File: src/rtl/core/sahc_pkg.sv
package sahc_pkg;

  localparam int SET_INDEX_BITS = 4;
  localparam int NUM_WAYS       = 4;
  localparam int NUM_SETS       = 1 << SET_INDEX_BITS;
  localparam int WAY_W          = $clog2(NUM_WAYS);
  localparam int OWNER_SHIFT    = 6;
  localparam logic [63:0] HASH_MULT = 64'h61C8864680B583EB;

  typedef enum logic [1:0] {
    CMD_LOOKUP   = 2'd0,
    CMD_INSERT   = 2'd1,
    CMD_READ_CNT = 2'd2,
    CMD_NONE     = 2'd3
  } cmd_e;

  typedef enum logic [2:0] {
    ST_MISS     = 3'd0,
    ST_HIT      = 3'd1,
    ST_STALE    = 3'd2,
    ST_IGNORED  = 3'd3,
    ST_DUP      = 3'd4,
    ST_STORED   = 3'd5,
    ST_CNT_READ = 3'd6
  } status_e;

  typedef enum logic [2:0] {
    SEL_HIT   = 3'd0,
    SEL_MISS  = 3'd1,
    SEL_STALE = 3'd2,
    SEL_FILL  = 3'd3,
    SEL_EVICT = 3'd4
  } cnt_sel_e;

  typedef enum logic [2:0] {
    S_IDLE,
    S_MUL0,
    S_MUL1,
    S_MUL2,
    S_SUM,
    S_READ,
    S_EXEC
  } ctrl_state_e;

  typedef enum logic [1:0] {
    MUL_LL,
    MUL_HL,
    MUL_LH
  } mul_sel_e;

  typedef enum logic [1:0] {
    ACC_HOLD,
    ACC_LOAD,
    ACC_ADD
  } acc_op_e;

  typedef struct packed {
    logic [63:0] owner;
    logic [63:0] page;
    logic [63:0] handle;
  } way_t;

  typedef way_t [NUM_WAYS-1:0] row_t;

  typedef struct packed {
    logic     req_load;
    mul_sel_e mul_sel;
    acc_op_e  acc_op;
    logic     rd_en;
    logic     exec;
  } dp_cmd_t;

endpackage

File: src/rtl/core/sahc_ctrl.sv
module sahc_ctrl (
  input  logic              clk_i,
  input  logic              rst_ni,
  input  logic              in_valid_i,
  output logic              in_ready_o,
  output logic              out_valid_o,
  input  logic              out_ready_i,
  output sahc_pkg::dp_cmd_t cmd_o
);
  import sahc_pkg::*;

  ctrl_state_e state_q, state_d;
  logic        out_valid_q, out_valid_d;

  always_ff @(posedge clk_i or negedge rst_ni) begin
    if (!rst_ni) begin
      state_q     <= S_IDLE;
      out_valid_q <= 1'b0;
    end else begin
      state_q     <= state_d;
      out_valid_q <= out_valid_d;
    end
  end

  always_comb begin
    state_d     = state_q;
    out_valid_d = out_valid_q && !out_ready_i;
    cmd_o       = '{req_load: 1'b0, mul_sel: MUL_LL, acc_op: ACC_HOLD,
                    rd_en: 1'b0, exec: 1'b0};
    case (state_q)
      S_IDLE: begin
        if (in_valid_i) begin
          cmd_o.req_load = 1'b1;
          state_d        = S_MUL0;
        end
      end
      S_MUL0: begin
        cmd_o.mul_sel = MUL_LL;
        state_d       = S_MUL1;
      end
      S_MUL1: begin
        cmd_o.mul_sel = MUL_HL;
        cmd_o.acc_op  = ACC_LOAD;
        state_d       = S_MUL2;
      end
      S_MUL2: begin
        cmd_o.mul_sel = MUL_LH;
        cmd_o.acc_op  = ACC_ADD;
        state_d       = S_SUM;
      end
      S_SUM: begin
        cmd_o.acc_op = ACC_ADD;
        state_d      = S_READ;
      end
      S_READ: begin
        cmd_o.rd_en = 1'b1;
        state_d     = S_EXEC;
      end
      S_EXEC: begin
        if (!out_valid_q || out_ready_i) begin
          cmd_o.exec  = 1'b1;
          out_valid_d = 1'b1;
          state_d     = S_IDLE;
        end
      end
      default: begin
        state_d = S_IDLE;
      end
    endcase
  end

  assign in_ready_o  = (state_q == S_IDLE);
  assign out_valid_o = out_valid_q;

endmodule

File: config.mk
export PLATFORM = sky130hd
export DESIGN_NAME = sahc_ctrl
export DESIGN_NICKNAME = d
export VERILOG_FILES = /design/src/rtl/core/sahc_pkg.sv /design/src/rtl/core/sahc_ctrl.sv
export SDC_FILE = /design/constraint.sdc
export NUM_CORES = 1
export LEC_CHECK = 0
export BUFFER_PORTS_ARGS = -buffer_cell sky130_fd_sc_hd__buf_4
export CAP_MARGIN = 20
export CELL_PAD_IN_SITES_DETAIL_PLACEMENT = 0
export CELL_PAD_IN_SITES_GLOBAL_PLACEMENT = 2
export CORE_AREA = 2 2 39 41
export DETAILED_ROUTE_END_ITERATION = 6
export DIE_AREA = 0 0 41 43
export HOLD_SLACK_MARGIN = 0.05
export PLACE_DENSITY_LB_ADDON = 0.1
export SYNTH_ARGS = -nofsm -noshare
export SYNTH_HDL_FRONTEND = slang
export SYNTH_SLANG_ARGS = --single-unit
export TNS_END_PERCENT = 5
File: constraint.sdc
create_clock -name clk_i -period 1.69 [get_ports clk_i]
set_clock_uncertainty 0.05 [all_clocks]
set_input_delay 0.169 -clock clk_i [delete_from_list [all_inputs] [get_ports clk_i]]
set_output_delay 0.169 -clock clk_i [all_outputs]
set_load 0.005 [all_outputs]
=== Yosys cells after proc, flatten, opt, wreduce, memory -nomap -nowiden ===
Cells that the tools add are included.

* Bits in registers: 4
* Bits of input ports: 4
* Output and inout bits: 9
* Logic and storage cells: 29

* Equality and inequality tests: 8
* Muxes and demuxes: 12
* Reductions and logical operators: 7

{| class="wikitable"
|+ Operators with widths
! kind !! number
|-
| $pmux 3 s7 || 1
|-
| $eq 3x3->1 const B || 3
|-
| $pmux 2 s2 || 2
|-
| $mux 1 || 7
|-
| $eq 3x2->1 const B || 2
|-
| $mux 3 || 2
|-
| $ne 2x2->1 const B || 2
|-
| $eq 3x1->1 const B || 1
|-
| $logic_not 3->1 || 1
|-
| $logic_not 1->1 || 2
|-
| $reduce_and 2->1 || 1
|-
| $reduce_or 2->1 || 1
|-
| $logic_and 1x1->1 || 1
|-
| $logic_or 1x1->1 || 1
|}

=== Depth between registers and ports, before layout ===
* Word-level depth: 4
* Gate-level depth with buffers: 4
* Gate-level depth less buffers: 3

=== Worst setup path after synthesis ===
OpenSTA, ideal clock, no wires.

* Kind: flip-flop to output port
* From: register state_q[1]
* To: output port cmd_o[6] in the netlist's numbering
* Arrival: 0.836 ns
* Required time: 1.471 ns
* Path slack: 0.635 ns
* Cell stages (with the launch flop): 4
* Path buffers: 1
* Cells stage by stage: dfrtp_1 -> buf_4 -> nor3_2 -> and2_1

{| class="wikitable"
|+ RTL lines
! element !! line !! text
|-
| start: declaration || sahc_ctrl.sv:12 || <nowiki>ctrl_state_e state_q, state_d;</nowiki>
|-
| start signal: assignment || sahc_ctrl.sv:20 || <nowiki>state_q <= state_d;</nowiki>
|-
| end: declaration || sahc_ctrl.sv:8 || <nowiki>output sahc_pkg::dp_cmd_t cmd_o</nowiki>
|}

==> impl_metrics.csv <==
group,metric,value,unit
detailed_routing,post_drt_wl_per_cell,10.6,µm
setup_path,cp_max_fo,9,
logic_synthesis,synth_simple_gate_area_share,30.3,%
power_and_ir_drop,ir_worst_vdd,487,µV
placed_design,globalplace.congestion,0.678,
detailed_routing,dr.pass1.iters,1,
timing,fmax,656,MHz
timing,timing.slew.headroom,75.8,%
placed_design,placed_cell_area,343,µm²
floorplanning,fp.dieH,43,µm
detailed_routing,vias,247,
detailed_routing,routed_wl,595,µm
logic_synthesis,synth_fa_ha_area_share,0,%
clocking,cts_buffer_depth,2,
clocking,clkTransAtPathRegs,0.04,ns
grt,grt_usage,9.57,%
setup_path,crit_required,1.47,ns
detailed_routing,via_per_inst,4.41,
clocking,cts_buffers,3,
timing,rsz0062_at_grt,"false",
detailed_routing,drt_iter0_drc,0,
setup_path,cp_slowest_stage_delay,0.54,ns
clocking,cts_setup_buffers,0,
setup_path,crit_chain,"inv_4 > and3_4 > a21o_1 > buf_4",
layout,synthToLayoutAreaGrowth,49.3,%
layout,final_cell_mix,"buf_4 (12), dfrtp_1 (4), nor2_1 (3), o21ai_0 (3), clkbuf_4 (3)",
placed_design,place_inst,52,
setup_path,critPathLaunch,"state_q[2]$_DFFE_PN0P_",
power_and_ir_drop,powerDensity,1840,mW/mm²
floorplanning,dieArea,0.00176,mm²
setup_path,slowest_stage,"dfrtp_1",
timing,setup_violations,0,
grt,antenna_found_initial,0,
floorplanning,coreArea,0.00138,mm²
layout,fill_cells,153,
placed_design,port_buffers,12,
setup_path,crit_buf_inv,2,
layout,fin_util,27.1,%
logic_synthesis,synth_area,251,µm²
clocking,cts-htree-levels,1,
grt,grt_pass1_wl,1.02,mm
setup_path,regToRegSetupSlack,0.58,ns
clocking,cts-root-buf,"clkbuf_4",
timing,finalSetupTns,0,ns
clocking,cts.sinks,4,
setup_path,reg2reg_to,"state_q[2]$_DFFE_PN0P_",
timing,period_share,90.2,%
power_and_ir_drop,finalPower,0.689,mW
timing,setup_slack,0.165,ns
setup_path,r2r_cells,3,
logic_synthesis,synthMuxAreaShare,0,%
logic_synthesis,avgSynthCellArea,9.67,µm²
logic_synthesis,synth_top_area_cell,"dfrtp_1",
logic_synthesis,yosysSeqAreaShare,39.8,%
timing,hold_viol,0,
grt,grt_pass1_vias,234,
grt,grt_max_degree,10,
setup_path,end_kind,"output port",
layout,final_nets,46,
layout,regArea,100,µm²
layout,mostFrequentLayoutCell,"buf_4",
logic_synthesis,yosys-top-cells-area,"dfrtp_1 (40%), o21ai_0 (6.0%), a21o_1 (6.0%)",
setup_path,worstSetupPathType,"register to output port",
timing,hold_ws,0.207,ns
detailed_routing,drc,0,
logic_synthesis,synth_top_area_share,39.8,%
logic_synthesis,ys_seq_elements,4,
timing,max_slew.worst_pin.slew,0.363,ns
clocking,cts_tree,"yes",
logic_synthesis,synth_compound_area_share,18.4,%
status,run_status,"complete, no violations",
floorplanning,die_x,41,µm
timing,final.min_clock_period,1.52,ns
layout,diodes,0,
grt,grt_overflow,0,
layout,fin_cells,56,
setup_path,critPathLaunchType,"register",
logic_synthesis,syn_nets,30,
logic_synthesis,synthXorXnorAreaFrac,0,%
logic_synthesis,synthDistinctLibCells,17,
timing,maxSlewViolCount,0,
layout,multiInputGateArea,123,µm²
setup_path,worstReg2RegStart,"state_q[2]$_DFFE_PN0P_",
detailed_routing,postRouteAntennaNets,0,
setup_path,worst_ep_arrival_time,1.31,ns
placed_design,dpl.hpwl,424,µm
placed_design,dp_slack,0.412,ns
floorplanning,start_util,18.2,%
power_and_ir_drop,p_leak,0.194,nW
logic_synthesis,synth_top_family_by_area,"simple AND/OR/NAND/NOR gates",
floorplanning,io_pins,13,
logic_synthesis,syn_inst,26,
setup_path,critPathTopFamily,"flip-flops",
min_path,hold_class,"primary input to asynchronous set/reset pin",
clocking,clkLatencyLatePin,0.24,ns
job,maxCapViolations,0,
logic_synthesis,synth_warnings,0,
floorplanning,row_count,14,
layout,post-route-cell-area,375,µm²
layout,drive_gt1_share,50.0,%
-- worst max path at each step --
stage	slack (ns)	end	cells past startpoint
detailed placement	0.41	cmd_o[3]	4
floorplan	0.63	cmd_o[6]	3
global route	0.08	cmd_o[3]	4
CTS	0.14	cmd_o[3]	4
finish	0.17	cmd_o[3]	4
global placement	0.41	cmd_o[3]	4
-- cell families (layout without fill, tap and decap cells) --
logic type	Yosys count	in the layout
flip-flops	4	4
AO/OA/AOI/OAI	7	7
AND/OR/NAND/NOR	11	11
buffers and inverters	4	18
-- Yosys cell counts --
| master | instances |
|---|---|
| a21o_1 | 2 |
| nand2b_1 | 1 |
| inv_4 | 1 |
| nor3_2 | 1 |
| buf_6 | 1 |
| inv_1 | 1 |
| o21ai_0 | 3 |
| buf_4 | 1 |
| dfrtp_1 | 4 |
| nor3_1 | 2 |
| nor2_1 | 3 |
| a211oi_1 | 1 |
| nand2b_4 | 1 |
| and3_4 | 1 |
| a21o_2 | 1 |
| and2_1 | 1 |
| nor3b_1 | 1 |
-- repair_timing --
action	in CTS	in global routing
resized for setup	0	0
hold buffers	1	0
hold endpoints to repair	4	0
-- sequential cells by signal, indices dropped and copies added, names as in the netlist --
name,flops
state_q,3
out_valid_o,1
-- power breakdown --
group	internal [mW]	switching, mW
combinational	0.205	0.124
sequential	0.139	0.0980
clock	0.0797	0.0437
-- final cells by class --
type	count	area share, %
clock buffer	3	6.00
timing repair buffer	13	26.7
sequential	4	26.7
inverter	2	2.67
multi-input combinational	18	32.7
tap	16	5.33
-- routing by layer --
metal | wire length, µm | vias up | share of wire (%) | GRT usage (%)
met5 | 0 | - | 0 | 0
met4 | 24 | 0 | 4.0 | 12.0
met3 | 51 | 3 | 8.6 | 4.71
met2 | 265 | 15 | 45 | 10.9
met1 | 253 | 112 | 43 | 10.7
li1 | - | 117 | - | -
No activity file was read; power rests on OpenSTA's default activity.
